==> src/rlid_pkg.sv <==
// Shared types and constants for the run-length image decoder.
package rlid_pkg;

	// Reset values of the configuration registers.
	localparam logic [7:0]  HeaderBytesRst  = 8'd3;
	localparam logic [15:0] FramePixelsRst  = 16'd64000;

	// Configuration register indexes.
	localparam int unsigned CfgIndexWidth   = 2;
	localparam logic [CfgIndexWidth-1:0] CfgHeaderBytes = 2'd0;
	localparam logic [CfgIndexWidth-1:0] CfgFramePixels = 2'd1;
	localparam int unsigned CfgDataWidth    = 16;

	// Command byte classes.
	localparam logic [7:0] CmdLongRun       = 8'd0;
	localparam logic [7:0] CmdLiteralLast   = 8'd14;
	localparam logic [7:0] CmdRepeatFirst   = 8'd128;

	// Default depth of the queue between parser and run emitter.
	localparam int unsigned QueueDepthDef   = 4;

	typedef struct packed {
		logic [7:0] data_byte;
		logic       new_frame;
	} in_item_t;

	typedef struct packed {
		logic [7:0]  pixel_value;
		logic [15:0] run_length;
		logic [15:0] start_index;
		logic        frame_done;
	} out_item_t;

	// One parsed event: an optional frame start and an optional run request.
	typedef struct packed {
		logic        frame_start;
		logic        run;
		logic [7:0]  value;
		logic [15:0] count;
	} run_req_t;

	typedef struct packed {
		logic empty;
		logic full;
	} queue_stat_t;

endpackage

==> src/rlid_front.sv <==
// Byte parser: skips the header, decodes commands and issues run requests.
module rlid_front import rlid_pkg::*; (
	input  logic        clk,
	input  logic        arst_n,
	input  logic [7:0]  header_bytes,
	input  logic        in_valid,
	output logic        in_ready,
	input  in_item_t    in_data,
	input  queue_stat_t q_stat,
	output logic        push,
	output run_req_t    push_data
);

	localparam logic [2:0] PhHeader  = 3'd0;
	localparam logic [2:0] PhCommand = 3'd1;
	localparam logic [2:0] PhCntHigh = 3'd2;
	localparam logic [2:0] PhCntLow  = 3'd3;
	localparam logic [2:0] PhValue   = 3'd4;
	localparam logic [2:0] PhLiteral = 3'd5;
	localparam logic [2:0] PhRepeat  = 3'd6;

	logic [2:0]  phase_q, phase_d, ph;
	logic [7:0]  header_left_q, header_left_d, hl;
	logic [7:0]  count_high_q, count_high_d, ch;
	logic [15:0] pending_q, pending_d, pc;
	logic [3:0]  literal_left_q, literal_left_d, lit;
	logic        accept;
	logic        run_vld;
	logic [15:0] run_cnt;
	logic [7:0]  b;

	assign in_ready = !q_stat.full;
	assign accept   = in_valid && in_ready;
	assign b        = in_data.data_byte;

	always_comb begin
		// A new frame restarts the parser before its first byte is decoded.
		ph  = phase_q;
		hl  = header_left_q;
		ch  = count_high_q;
		pc  = pending_q;
		lit = literal_left_q;
		if (in_data.new_frame) begin
			hl  = header_bytes;
			ph  = (header_bytes != 8'd0) ? PhHeader : PhCommand;
			ch  = 8'd0;
			pc  = 16'd0;
			lit = 4'd0;
		end
		phase_d        = ph;
		header_left_d  = hl;
		count_high_d   = ch;
		pending_d      = pc;
		literal_left_d = lit;
		run_vld        = 1'b0;
		run_cnt        = pc;
		if (ph == PhCommand || (ph == PhHeader && hl == 8'd0)) begin
			if (b == CmdLongRun) begin
				phase_d = PhCntHigh;
			end else if (b <= CmdLiteralLast) begin
				literal_left_d = b[3:0];
				phase_d = PhLiteral;
			end else if (b >= CmdRepeatFirst) begin
				pending_d = 16'(9'd256 - {1'b0, b});
				phase_d = PhRepeat;
			end else begin
				phase_d = PhCommand;
			end
		end else begin
			case (ph)
				PhHeader: begin
					header_left_d = hl - 8'd1;
					if (hl == 8'd1) begin
						phase_d = PhCommand;
					end
				end
				PhCntHigh: begin
					count_high_d = b;
					phase_d = PhCntLow;
				end
				PhCntLow: begin
					pending_d = {ch, b};
					phase_d = PhValue;
				end
				PhValue, PhRepeat: begin
					phase_d = PhCommand;
					run_vld = 1'b1;
				end
				PhLiteral: begin
					literal_left_d = lit - 4'd1;
					phase_d = (lit == 4'd1) ? PhCommand : PhLiteral;
					run_vld = 1'b1;
					run_cnt = 16'd1;
				end
				default: begin
					phase_d = PhCommand;
				end
			endcase
		end
	end

	// Only frame starts and nonempty runs need the emitter.
	always_comb begin
		push_data.frame_start = in_data.new_frame;
		push_data.run         = run_vld && (run_cnt != 16'd0);
		push_data.value       = b;
		push_data.count       = run_cnt;
		push = accept && (push_data.frame_start || push_data.run);
	end

	always_ff @(posedge clk or negedge arst_n) begin
		if (!arst_n) begin
			phase_q        <= PhHeader;
			header_left_q  <= HeaderBytesRst;
			count_high_q   <= 8'd0;
			pending_q      <= 16'd0;
			literal_left_q <= 4'd0;
		end else if (accept) begin
			phase_q        <= phase_d;
			header_left_q  <= header_left_d;
			count_high_q   <= count_high_d;
			pending_q      <= pending_d;
			literal_left_q <= literal_left_d;
		end
	end

endmodule

==> src/rlid_queue.sv <==
// Small FIFO of run requests between the parser and the run emitter.
module rlid_queue import rlid_pkg::*; #(
	parameter int unsigned Depth = QueueDepthDef
) (
	input  logic        clk,
	input  logic        arst_n,
	input  logic        push,
	input  run_req_t    push_data,
	input  logic        pop,
	output run_req_t    head,
	output queue_stat_t stat
);

	localparam int unsigned PtrW = (Depth > 1) ? $clog2(Depth) : 1;
	localparam int unsigned CntW = $clog2(Depth + 1);
	localparam logic [PtrW-1:0] LastPtr = PtrW'(Depth - 1);
	localparam logic [CntW-1:0] FullCnt = CntW'(Depth);

	run_req_t        mem_q [Depth];
	logic [PtrW-1:0] wr_ptr_q, rd_ptr_q;
	logic [CntW-1:0] count_q;
	logic            do_push, do_pop;

	assign stat.empty = (count_q == '0);
	assign stat.full  = (count_q == FullCnt);
	assign do_push    = push && !stat.full;
	assign do_pop     = pop && !stat.empty;
	assign head       = mem_q[rd_ptr_q];

	always_ff @(posedge clk) begin
		if (do_push) begin
			mem_q[wr_ptr_q] <= push_data;
		end
	end

	always_ff @(posedge clk or negedge arst_n) begin
		if (!arst_n) begin
			wr_ptr_q <= '0;
			rd_ptr_q <= '0;
			count_q  <= '0;
		end else begin
			if (do_push) begin
				wr_ptr_q <= (wr_ptr_q == LastPtr) ? '0 : wr_ptr_q + PtrW'(1);
			end
			if (do_pop) begin
				rd_ptr_q <= (rd_ptr_q == LastPtr) ? '0 : rd_ptr_q + PtrW'(1);
			end
			if (do_push && !do_pop) begin
				count_q <= count_q + CntW'(1);
			end else if (do_pop && !do_push) begin
				count_q <= count_q - CntW'(1);
			end
		end
	end

endmodule

==> src/rlid_back.sv <==
// Run emitter: tracks the frame position, clips runs and holds the result register.
module rlid_back import rlid_pkg::*; (
	input  logic        clk,
	input  logic        arst_n,
	input  logic [15:0] frame_pixels,
	input  run_req_t    head,
	input  queue_stat_t q_stat,
	output logic        pop,
	output logic        out_valid,
	input  logic        out_ready,
	output out_item_t   out_data
);

	logic [15:0] position_q, pos, room, len;
	logic        finished_q, fin;
	logic        out_valid_q;
	out_item_t   out_q;
	logic        emit, fin_d;
	logic [15:0] position_d;

	assign pop       = !q_stat.empty && (!out_valid_q || out_ready);
	assign out_valid = out_valid_q;
	assign out_data  = out_q;

	always_comb begin
		pos        = head.frame_start ? 16'd0 : position_q;
		fin        = head.frame_start ? 1'b0 : finished_q;
		room       = frame_pixels - pos;
		len        = (head.count < room) ? head.count : room;
		emit       = 1'b0;
		fin_d      = fin;
		position_d = pos;
		if (head.run && !fin) begin
			if (pos >= frame_pixels) begin
				fin_d = 1'b1;
			end else begin
				emit       = 1'b1;
				position_d = pos + len;
				fin_d      = (len == room);
			end
		end
	end

	always_ff @(posedge clk or negedge arst_n) begin
		if (!arst_n) begin
			position_q  <= 16'd0;
			finished_q  <= 1'b0;
			out_valid_q <= 1'b0;
		end else begin
			if (pop) begin
				position_q  <= position_d;
				finished_q  <= fin_d;
				out_valid_q <= emit;
			end else if (out_ready) begin
				out_valid_q <= 1'b0;
			end
		end
	end

	always_ff @(posedge clk) begin
		if (pop && emit) begin
			out_q.pixel_value <= head.value;
			out_q.run_length  <= len;
			out_q.start_index <= pos;
			out_q.frame_done  <= (len == room);
		end
	end

endmodule

==> src/rle_image_run_decoder.sv <==
// Top level of the run-length image decoder: configuration, parser, queue and emitter.
//
// The decoder takes one compressed byte per clock cycle while in_ready is high and
// returns each decoded run inside the frame as a transaction carrying its pixel value,
// clipped length, start index and a done flag for the run that reaches the end of the
// frame. A parser accepts bytes, skips the frame header and decodes commands; each frame
// start and each nonempty run is written into a short queue. An emitter drains the queue
// one entry per cycle unless the output stalls, keeps the frame position, clips runs at
// frame_pixels and loads a result register. Bytes flow at a sustained rate of one per
// cycle while the output side keeps up; a completed run is written into the queue and
// then popped into the result register, which drives out_valid. When the output is
// stalled, the queue (QueueDepth entries) keeps absorbing bytes until it fills, and
// in_ready then drops. header_bytes takes effect at the next new frame; frame_pixels is
// used for every run. Write the configuration only while no transaction is pending.
module rle_image_run_decoder import rlid_pkg::*; #(
	parameter int unsigned QueueDepth = QueueDepthDef
) (
	input  logic                     clk,
	input  logic                     arst_n,
	input  logic                     cfg_wr_en,
	input  logic [CfgIndexWidth-1:0] cfg_index,
	input  logic [CfgDataWidth-1:0]  cfg_data,
	input  logic                     in_valid,
	output logic                     in_ready,
	input  in_item_t                 in_data,
	output logic                     out_valid,
	input  logic                     out_ready,
	output out_item_t                out_data
);

	logic [7:0]  header_bytes_q;
	logic [15:0] frame_pixels_q;
	logic        push, pop;
	run_req_t    push_data, head;
	queue_stat_t q_stat;

	// Configuration registers; writes to unused indexes are dropped.
	always_ff @(posedge clk or negedge arst_n) begin
		if (!arst_n) begin
			header_bytes_q <= HeaderBytesRst;
			frame_pixels_q <= FramePixelsRst;
		end else if (cfg_wr_en) begin
			case (cfg_index)
				CfgHeaderBytes: header_bytes_q <= cfg_data[7:0];
				CfgFramePixels: frame_pixels_q <= cfg_data[15:0];
				default: ;
			endcase
		end
	end

	// The parser only needs queue space; it never waits for the emitter otherwise.
	rlid_front u_front (
		.clk          (clk),
		.arst_n       (arst_n),
		.header_bytes (header_bytes_q),
		.in_valid     (in_valid),
		.in_ready     (in_ready),
		.in_data      (in_data),
		.q_stat       (q_stat),
		.push         (push),
		.push_data    (push_data)
	);

	rlid_queue #(
		.Depth (QueueDepth)
	) u_queue (
		.clk       (clk),
		.arst_n    (arst_n),
		.push      (push),
		.push_data (push_data),
		.pop       (pop),
		.head      (head),
		.stat      (q_stat)
	);

	// The emitter pops whenever its result register is free or being drained.
	rlid_back u_back (
		.clk          (clk),
		.arst_n       (arst_n),
		.frame_pixels (frame_pixels_q),
		.head         (head),
		.q_stat       (q_stat),
		.pop          (pop),
		.out_valid    (out_valid),
		.out_ready    (out_ready),
		.out_data     (out_data)
	);

endmodule

==> config.mk <==
export PLATFORM = sky130hd
export DESIGN_NAME = rle_image_run_decoder
export DESIGN_NICKNAME = d
export VERILOG_FILES = /design/src/rlid_pkg.sv /design/src/rlid_front.sv /design/src/rlid_queue.sv /design/src/rlid_back.sv /design/src/rle_image_run_decoder.sv
export SDC_FILE = /design/constraint.sdc
export NUM_CORES = 1
export LEC_CHECK = 0
export ABC_CLOCK_PERIOD_IN_PS = 17900
export BUFFER_PORTS_ARGS = -buffer_cell sky130_fd_sc_hd__buf_2
export CELL_PAD_IN_SITES_DETAIL_PLACEMENT = 0
export CELL_PAD_IN_SITES_GLOBAL_PLACEMENT = 1
export CORE_MARGIN = 3
export CORE_UTILIZATION = 40
export CTS_CLUSTER_SIZE = 25
export DETAILED_ROUTE_END_ITERATION = 10
export PLACE_DENSITY_LB_ADDON = 0.1
export SETUP_SLACK_MARGIN = 0.4
export SLEW_MARGIN = 20
export SYNTH_ARGS = -nofsm -noshare
export SYNTH_HDL_FRONTEND = slang
export SYNTH_HIERARCHICAL = 1
export SYNTH_SLANG_ARGS = --single-unit
export TNS_END_PERCENT = 100
==> constraint.sdc <==
create_clock -name clk -period 17.9 [get_ports clk]
set_clock_uncertainty 0.15 [all_clocks]
set_input_delay 0.895 -clock clk [delete_from_list [all_inputs] [get_ports clk]]
set_output_delay 0.895 -clock clk [all_outputs]
set_load 0.05 [all_outputs]
==> impl_metrics.ini, run 1 <==
[status]
status = finished, final reports clean

[route]
wl_met2_um = 14760
drt-total-wl_um = 30800
drtIter0Drc = 450
wl_met3_um = 1068
firstDrtPassIters = 5
wl_per_cell_um = 20.52
remaining_drc_errors = 0
routed.top_layer = met4
vias_per_cell = 5.489
ant_nets = 0
m1WireLength_um = 14180
vias = 8239

[clock_network]
postCtsResizedCells = 0
cts_buffers = 28
post_cts.repair.setup_buffers = 0
htree_num_levels = 1
path_clk_slew_ps = 60
hold_buffers = 0
clock-root-buffer = clkbuf_16
clock-sinks = 233
cts_tree = built
clk_latency_ps = 560
clockBufferDepth = 3

[global_route]
grt_util_all_layers = 0.1813
grt_pass1_wl_um = 47560
overflow = 0
grt_max_degree = 54
antenna_found_initial = 0
grt_pass1_vias = 8184

[layout]
drive_above_1_share = 0.1937
multi_input_area_um2 = 5454
diodes = 0
area_growth_pct = 12.50
final_cells = 1501
final_nets = 1181
final_area_um2 = 14070
final-seq-area_um2 = 6570
fillers = 2850

[placed_design]
preCtsSetupSlack_ps = 9615
place.gp.congestion = 0.8205
postPlaceCellArea_um2 = 13190
dpl.hpwl_um = 21580
dp.cells = 1450
portBuffers = 74

[pwr]
p_leak_nw = 5.698
p_int_mw = 1.604
seq_power_share = 0.293
pwr-share-comb = 0.519
pwr-share-clk = 0.188
powerDensity_nw_per_um2 = 201.2
sw_frac_of_total = 0.4338
ir_drop_mv = 0.08320
power.switching_mw = 1.228

[synthesis]
netlist.area_leader.share = 0.3481
ys_seq_elements = 233
async_reset_ff_frac = 0.3777
synth_area_per_cell_um2 = 12.25
synth-compound-area-share = 0.1193
ys_seq_area_frac = 0.5252
synthMuxAreaShare = 0.08503
synth.net_count = 1118
synth_edf_count = 145
synthFlopType = edfxtp_1
synth_top_family_by_area = simple AND/OR/NAND/NOR gates
synth-adder-area-share = 0.06682
synth.distinct_cells = 90
yosys.area_share.simple = 0.1197
synth.area.top_cells = edfxtp_1, dfrtp_1, ha_1, mux4_2, mux2_2
synth-xor-area-share = 0.04381
netlist_instances = 1021
syn_area_um2 = 12510
synth_top_area_cell = edfxtp_1
yosysWarnings = 6

[die]
start_util = 0.4078
die_h_um = 182.8
die_w_um = 182.8
ios = 75
core-area_um2 = 30670
dieArea_um2 = 33430
rows = 64

[sta]
setup_ws_ps = 9664
max_freq_mhz = 121.4
rsz0062_at_grt = no
tns_ps = 0
report.final.slew_viol_count = 0
period_needed_ps = 8236
timing.hold.ws_ps = 228.0
setup_viol = 0
finalCritPeriodShare = 0.4601
finalHoldViolCount = 0
relSlewSlack = 0.4226
tightest_slew_ps = 862.9

[setup_path]
start_kind = register
cp.arrival_ps = 8570
cp.required_ps = 18240
crit_path_max_incr_delay_ps = 780
cp_common_cell = o21ai_0
crit_type = register to register
path_max_fanout = 29
end_kind = register
crit_path_top_delay_cell = mux4_2

[flow_run]
maxCapViolCount = 0

[worst_hold_path]
hold_class = primary input to async pin
per-layer routing:
| layer | GRT usage | vias up |
|---|---|---|
| met3 | 0.02281 | 49 |
| met5 | 0 | - |
| li1 | - | 3959 |
| met1 | 0.2528 | 4075 |
| met2 | 0.3025 | 156 |
| met4 | 0.04838 | 0 |
area by class of cell:
cell class,count,share of cell area
Sequential cell,233,0.4669
Multi-Input combinational cell,682,0.3876
Clock buffer,40,0.05584
Tap cell,396,0.03521
Timing Repair Buffer,89,0.03450
Inverter,50,0.01334
Clock inverter,11,0.006668
cell usage in the layout, fill, tap and decap left out, drive strengths merged, types with 6 or more instances in the layout:
cell type,synthesis,layout
nor3,27,27
buf,21,89
nand3,15,15
a221o,6,6
xnor2,29,29
dfstp,10,10
nor2,61,61
xor2,20,20
ha,62,62
nand2b,28,28
o21ai,57,57
a21oi,39,39
a31oi,11,11
o211ai,10,10
mux4,26,26
nor2b,11,11
edfxtp,145,145
a21o,14,14
nor4,10,10
mux2i,14,14
inv,50,50
a22o,28,28
nand2,61,61
or3,12,12
dfrtp,78,78
clkinv,0,8
mux2,29,29
and2,17,17
nand4,10,10
a211oi,6,6
clkbuf,35,40
flip-flops by register name (all words and copies together), names as in the netlist:
name / cells
u_front/count_high_q: 8
u_queue/rd_ptr_q: 2
u_front/literal_left_q: 4
u_back/finished_q: 1
u_queue/count_q: 3
u_front/pending_q: 16
header_bytes_q: 8
u_back/out_valid: 1
u_queue/wr_ptr_q: 2
u_front/phase_q: 3
u_queue/mem_q: 104
u_back/position_q: 16
u_front/header_left_q: 8
u_back/out_data: 41
frame_pixels_q: 16
through the flow:
step,util,power (mW)
floorplan,-,1.952
global placement,0.4302,2.321
detailed placement,0.4302,2.328
CTS,0.4588,2.874
global route,0.4588,3.047
finish,0.4588,2.832
path summary, 6_finish.rpt:
| check | startpoint | endpoint | slack, ps | depth (start not counted) |
|---|---|---|---|---|
| hold / removal | arst_n | u_back/position_q[12]$_DFFE_PN0P_ | 230 | 1 |
| max in group asynchronous | arst_n | u_queue/rd_ptr_q[0]$_DFFE_PN0P_ | 16270 | 2 |
| setup reg to reg | u_queue/rd_ptr_q[0]$_DFFE_PN0P_ | u_back/position_q[15]$_DFFE_PN0P_ | 9660 | 31 |
| min in group clk | u_front/header_left_q[0]$_DFFE_PN1P_ | u_front/header_left_q[0]$_DFFE_PN1P_ | 310 | 2 |
| hold reg to reg | u_front/header_left_q[0]$_DFFE_PN1P_ | u_front/header_left_q[0]$_DFFE_PN1P_ | 310 | 2 |
| setup / recovery | u_queue/rd_ptr_q[0]$_DFFE_PN0P_ | u_back/position_q[15]$_DFFE_PN0P_ | 9660 | 31 |
kinds of logic (layout without fill, tap and decap cells):
family                   count (synthesis)  after routing
AO/OA/AOI/OAI                          216            216
flip-flops                             233            233
multiplexers                            69             69
XOR/XNOR                                54             54
buffers and inverters                  106            190
AND/OR/NAND/NOR                        278            278
adder cells (fa/ha/maj)                 65             65
power by group through the flow:
stage / Clock [mW] / Combinational, mW / Sequential (mW)
finish: 0.533 / 1.47 / 0.830
detailed placement: 0 / 1.49 / 0.840
global route: 0.573 / 1.63 / 0.845
floorplan: 0 / 0.980 / 0.972
global placement: 0 / 1.48 / 0.840
CTS: 0.552 / 1.49 / 0.831
critical path, delay by kind of cell (launching register included):
family	cells	cell delay, ps
AO/OA/AOI/OAI	16	3680
AND/OR/NAND/NOR	4	810
flip-flops	1	330
XOR/XNOR	2	270
adder cells (fa/ha/maj)	4	1120
multiplexers	1	780
buffers and inverters	4	980
cell usage after synthesis (3+ instances only):
master / n
a211o_1: 3
a211oi_1: 6
a21o_1: 14
a21oi_1: 39
a221o_1: 6
a22o_1: 28
a22oi_1: 3
a31oi_1: 11
and2_1: 17
buf_2: 4
buf_4: 9
buf_6: 5
clkbuf_1: 35
dfrtp_1: 78
dfstp_2: 10
edfxtp_1: 145
fa_1: 3
ha_1: 62
inv_1: 50
mux2_2: 26
mux2i_1: 14
mux4_2: 25
nand2_1: 61
nand2b_1: 28
nand3_1: 15
nand4_1: 10
nor2_1: 60
nor2b_1: 10
nor3_1: 26
nor4_1: 10
o211ai_1: 10
o21a_1: 5
o21ai_0: 49
o21ai_1: 8
o31ai_1: 3
o41ai_1: 3
or3_1: 10
or4_1: 4
xnor2_1: 29
xor2_1: 20
(Power assumes the default switching activity.)
==> run 2, diff against run 1 <==
ABC_AREA = 1   (was unset)
ABC_CLOCK_PERIOD_IN_PS = 8500   (was 17900)
clock period = 8.5 ns   (was 17.9 ns; I/O delays follow)
==> run 2 against run 1 <==
Final area up 13%. Non-clock buffer count grew 16. Die area is 13% higher. Critical path type unchanged. Global-route usage up 1.6 points. Sequential share of layout area decreased by 5.5 points. First-iteration DRC count grew 53%.
==> impl_metrics.ini, run 2 <==
[global_route]
overflow = 0
grt_max_degree = 104
antenna_found_initial = 0
grt_util_all_layers = 0.1976
grt_pass1_vias = 10770
grt_pass1_wl_um = 60330

[route]
vias = 11250
drt-total-wl_um = 37360
firstDrtPassIters = 5
drtIter0Drc = 689
vias_per_cell = 4.931
remaining_drc_errors = 0
ant_nets = 0
wl_per_cell_um = 16.38

[sta]
report.final.slew_viol_count = 0
setup_ws_ps = 1610
tns_ps = 0
period_needed_ps = 6890
setup_viol = 0
tightest_slew_ps = 970.7
finalCritPeriodShare = 0.8106
max_freq_mhz = 145.1
rsz0062_at_grt = no
finalHoldViolCount = 0
relSlewSlack = 0.3513

[setup_path]
cp.arrival_ps = 7220
start_kind = register
crit_path_top_delay_cell = nor2_1
crit_type = register to register
cp_common_cell = nand2_1
path_max_fanout = 31
cp.required_ps = 8830
crit_family = simple AND/OR/NAND/NOR gates
crit_path_max_incr_delay_ps = 440
cp_num_buf_inv = 6
end_kind = register

[worst_hold_path]
hold_class = primary input to register

[synthesis]
ys_top_cells_by_count = nand2_1, inv_1, edfxtp_1, nand3_1, nor2_1
synth_edf_count = 145
async_reset_ff_frac = 0.3777
synth.area.top_cells = edfxtp_1, dfrtp_1, nand2_1, inv_1, ha_1
synth.net_count = 1835
synth_top_area_cell = edfxtp_1
synth_area_per_cell_um2 = 8.188
syn_area_um2 = 14230
synth.distinct_cells = 50
synthFlopType = edfxtp_1
netlist_instances = 1738
netlist.area_leader.share = 0.3060
ys_seq_area_frac = 0.4616
ys_seq_elements = 233
yosysWarnings = 6
synth_most_common_cell = nand2_1

[layout]
area_growth_pct = 12.19
final_common_cell = nand2_1
final_nets = 1900
drive_above_1_share = 0.1249
top_register = u_queue/mem_q
largest_reg_flops = 104
diodes = 0
most-common-layout-cells = nand2_1, inv_1, edfxtp_1

[die]
die_h_um = 194.6
die_w_um = 194.6
dieArea_um2 = 37880
start_util = 0.4090
core-area_um2 = 34800
rows = 68
ios = 75

[clock_network]
clk_latency_ps = 570
htree_num_levels = 1
clock-root-buffer = clkbuf_16
clockBufferDepth = 3
clock-sinks = 233
path_clk_slew_ps = 60
cts_tree = built
post_cts.repair.setup_buffers = 0
cts_buffers = 29

[placed_design]
place.gp.congestion = 0.8604
portBuffers = 74
preCtsSetupSlack_ps = 1312
dpl.hpwl_um = 26230

[status]
status = finished, final reports clean

[flow_run]
maxCapViolCount = 0
-- run 2: changes by cell type in the layout (fill, tap and decap cells not counted), sizes merged, moves of 26 or more --
cell,previous run,this run
mux2,29,0
inv,50,284
mux4,26,0
a22o,28,0
nand4,10,51
o211ai,10,57
nand2,61,544
nand3,15,103
nand2b,28,0
o21ai,57,110
nor2,61,108
-- run 2: worst register-to-register path, delay by kind of cell, from the launching register on --
kind	cells	cell delay (ps)
and+or+nand+nor	14	2120
AOI/OAI and AO/OA	10	1710
DFF	1	320
adders and majority gates	5	1530
xor gates and xnor gates	1	180
buffers and inverters	6	830
-- run 2: through the flow --
stage | utilization | hold slack [ps] | cell area, um2 | std cells
after floorplan | - | -20.59 | 14230 | 1738
after global placement | 0.4264 | 307.7 | 14840 | 2209
after detailed placement | 0.4264 | 308.1 | 14840 | 2209
after CTS | 0.4586 | 3.928 | 15960 | 2281
after global routing | 0.4588 | 42.96 | 15970 | 2281
final | 0.4588 | 33.87 | 15970 | 2281
-- run 2: what timing repair did --
| item | in CTS | in global routing |
|---|---|---|
| endpoints found under the setup margin | 0 | 1 |
| endpoints found under the hold margin | 65 | 0 |
| hold buffers | 18 | 0 |
| gates resized for setup | 0 | 1 |
-- run 2: cells by family (layout without fill, tap and decap cells) --
group | after synthesis | count (layout) | synth area share
fa+ha+maj | 65 | 65 | 0.05873
simple gates | 820 | 820 | 0.2491
compound gates | 243 | 243 | 0.1082
xor+xnor | 22 | 22 | 0.01460
flops | 233 | 233 | 0.4616
buf+inv | 355 | 443 | 0.1078
-- run 2: cell type report --
type                            instances  area [um2]
Fill cell                            3463       18830
Sequential cell                       233        6573
Multi-Input combinational cell       1150        6161
Inverter                              284        1066
Clock buffer                           39       763.2
Timing Repair Buffer                  105       654.4
Tap cell                              455       569.3
Clock inverter                         15       178.9
-- run 2: path summary, 6_finish.rpt --
path / end / from / slack [ps] / cells past startpoint
worst max-delay path: u_back/position_q[12]$_DFFE_PN0P_ / u_queue/rd_ptr_q[1]$_DFFE_PN0P_ / 1610 / 36
worst min-delay path: header_bytes_q[1]$_DFFE_PN1P_ / cfg_index[1] / 30 / 4
worst max register to register: u_back/position_q[12]$_DFFE_PN0P_ / u_queue/rd_ptr_q[1]$_DFFE_PN0P_ / 1610 / 36
worst min register to register: u_front/header_left_q[1]$_DFFE_PN1P_ / u_front/header_left_q[1]$_DFFE_PN1P_ / 320 / 2
max in group asynchronous: u_queue/rd_ptr_q[0]$_DFFE_PN0P_ / arst_n / 6760 / 3
min in group asynchronous: u_front/pending_q[5]$_DFFE_PN0P_ / arst_n / 320 / 2
-- run 2: layer usage --
layer  vias to the layer above  global-route usage  wire (um)
li1                       5785                   -          -
met1                      5267              0.2949      18790
met2                       160              0.3150      16790
met3                        35             0.02063       1234
met4                         0             0.03750        534
met5                         -                   0          0
Power of run 2 is left out: the tool's default activity adds up to more than one toggle a clock period on the data nets, which glitch-free logic cannot reach.
==> run 3, diff against run 2 <==
ABC_CLOCK_PERIOD_IN_PS = 7250   (was 8500)
clock period = 7.25 ns   (was 8.5 ns; I/O delays follow)
==> run 3 against run 2 <==
Wire length increased by 2.1%. Final area increased by 0.54%. Utilization increased by 0.25 points. Die area unchanged. Cell count increased by 0.44%. Fmax increased by 8.3%. Count of clock-buffer cells in the layout decreased by 6.
==> impl_metrics.ini, run 3 (synthesized netlist as in run 2, its figures left out) <==
[setup_path]
end_kind = register
path_max_fanout = 20
start_kind = register
cp_common_cell = nand2_1
r2r_slack_ps = 890
crit_path_max_incr_delay_ps = 490
cp.required_ps = 7580
reg2reg_from = u_queue/rd_ptr_q[0]$_DFFE_PN0P_
crit_path_top_delay_cell = dfrtp_4
crit_type = register to register
cp.arrival_ps = 6690
r2r_cells = 35
r2r-end = u_back/position_q[15]$_DFFE_PN0P_

[global_route]
antenna_found_initial = 1
grt_pass1_wl_um = 60480
grt_pass1_vias = 10870
grt_util_all_layers = 0.1991
grt_max_degree = 104
overflow = 0

[worst_hold_path]
holdPathEnd = u_queue/mem_q[3][21]$_DFFE_PP_
hold_class = primary input to register
whs_path_depth = 1
hold_start = in_data[6]

[placed_design]
portBuffers = 74
dpl.hpwl_um = 26910
preCtsSetupSlack_ps = 358.1
place.gp.congestion = 0.8786

[sta]
setup_ws_ps = 886.4
rsz0062_at_grt = no
relSlewSlack = 0.2606
tns_ps = 0
finalCritPeriodShare = 0.8777
period_needed_ps = 6364
finalHoldViolCount = 0
report.final.slew_viol_count = 0
max_freq_mhz = 157.1
setup_viol = 0
tightest_slew_ps = 1109

[die]
die_w_um = 194.6
dieArea_um2 = 37880
die_h_um = 194.6
rows = 68
start_util = 0.4090
core-area_um2 = 34800
ios = 75

[clock_network]
clock-sinks = 233
clockBufferDepth = 3
cts_buffers = 28
htree_num_levels = 1
post_cts.repair.setup_buffers = 0
path_clk_slew_ps = 60
clock-root-buffer = clkbuf_16
clk_latency_ps = 560
cts_tree = built

[route]
remaining_drc_errors = 0
routed.top_layer = met4
drtIter0Drc = 670
wl_met3_um = 1473
vias = 11330
ant_nets = 0
m1WireLength_um = 18900
wl_per_cell_um = 16.65
vias_per_cell = 4.944
firstDrtPassIters = 5
wl_met2_um = 17300
drt-total-wl_um = 38150

[layout]
most-common-layout-cells = nand2_1, inv_1, edfxtp_1
top_register = u_queue/mem_q
area_growth_pct = 12.79
final-seq-area_um2 = 6574
fillers = 3490
largest_reg_flops = 104
final_nets = 1911
drive_above_1_share = 0.1308
final_common_cell = nand2_1
multi_input_area_um2 = 6197
final_core_util = 0.4613

[status]
status = finished, final reports clean

[flow_run]
maxCapViolCount = 0
## run 3: cell types whose count changed in the layout (fill, tap and decap cells not counted), moves of 2 or more
cell and delta:
clkinv_2 +2, bufinv_16 -2, buf_4 +4, clkinv_1 +3, nor2_2 +4, dlygate4sd3_1 +9, nand2_4 +2, nor2_1 -5
clkbuf_1 -6, o21ai_0 -2
## run 3: repair_timing
item	CTS	global route
gates resized for setup	3	12
endpoints found under the setup margin	3	10
hold endpoints to repair	54	0
cloned	0	0
hold buffers	27	0
pin swaps	0	0
## run 3: metrics by stage
step / cell area [um2] / hold slack, ps / instances
after CTS: 16020 / 2.671 / 2290
final: 16050 / 23.38 / 2291
after detailed placement: 14860 / 210.0 / 2212
after global routing: 16050 / 13.06 / 2290
after floorplan: 14230 / -83.09 / 1738
after global placement: 14860 / 208.2 / 2212
## run 3: critical path: cells and delay by family (launching register included)
family                     cells  cell delay [ps]
AOI/OAI and AO/OA              7             1360
buffers and inverters          6              790
xor gates and xnor gates       1              160
adders and majority gates      3             1020
DFF                            1              490
and+or+nand+nor               18             2280
## run 3: how the worst max path moves through the flow
stage,start,endpoint
2_1_floorplan,u_queue/rd_ptr_q[0]$_DFFE_PN0P_,u_back/position_q[12]$_DFFE_PN0P_
3_3_place_gp,u_queue/rd_ptr_q[1]$_DFFE_PN0P_,u_back/position_q[12]$_DFFE_PN0P_
3_5_place_dp,u_queue/rd_ptr_q[1]$_DFFE_PN0P_,u_back/position_q[12]$_DFFE_PN0P_
4_1_cts,u_queue/rd_ptr_q[1]$_DFFE_PN0P_,u_back/position_q[12]$_DFFE_PN0P_
5_1_grt,u_queue/rd_ptr_q[0]$_DFFE_PN0P_,u_back/position_q[12]$_DFFE_PN0P_
6_report,u_queue/rd_ptr_q[0]$_DFFE_PN0P_,u_back/position_q[15]$_DFFE_PN0P_
## run 3: metal layers
| layer | GRT usage | vias to the layer above |
|---|---|---|
| met5 | 0 | - |
| met4 | 0.03271 | 0 |
| met3 | 0.02132 | 36 |
| met2 | 0.3251 | 192 |
| met1 | 0.2921 | 5269 |
| li1 | - | 5829 |
## run 3: cell type report
class | count | area share
diodes | 1 | 0.0001559
flip-flops and latches | 233 | 0.4095
multi-input cells | 1150 | 0.3861
well taps | 455 | 0.03547
repair buffers | 117 | 0.04755
clock buffers | 33 | 0.04544
inverters | 284 | 0.06641
clock inverters | 18 | 0.009354
Power of run 3 is left out for the same reason.
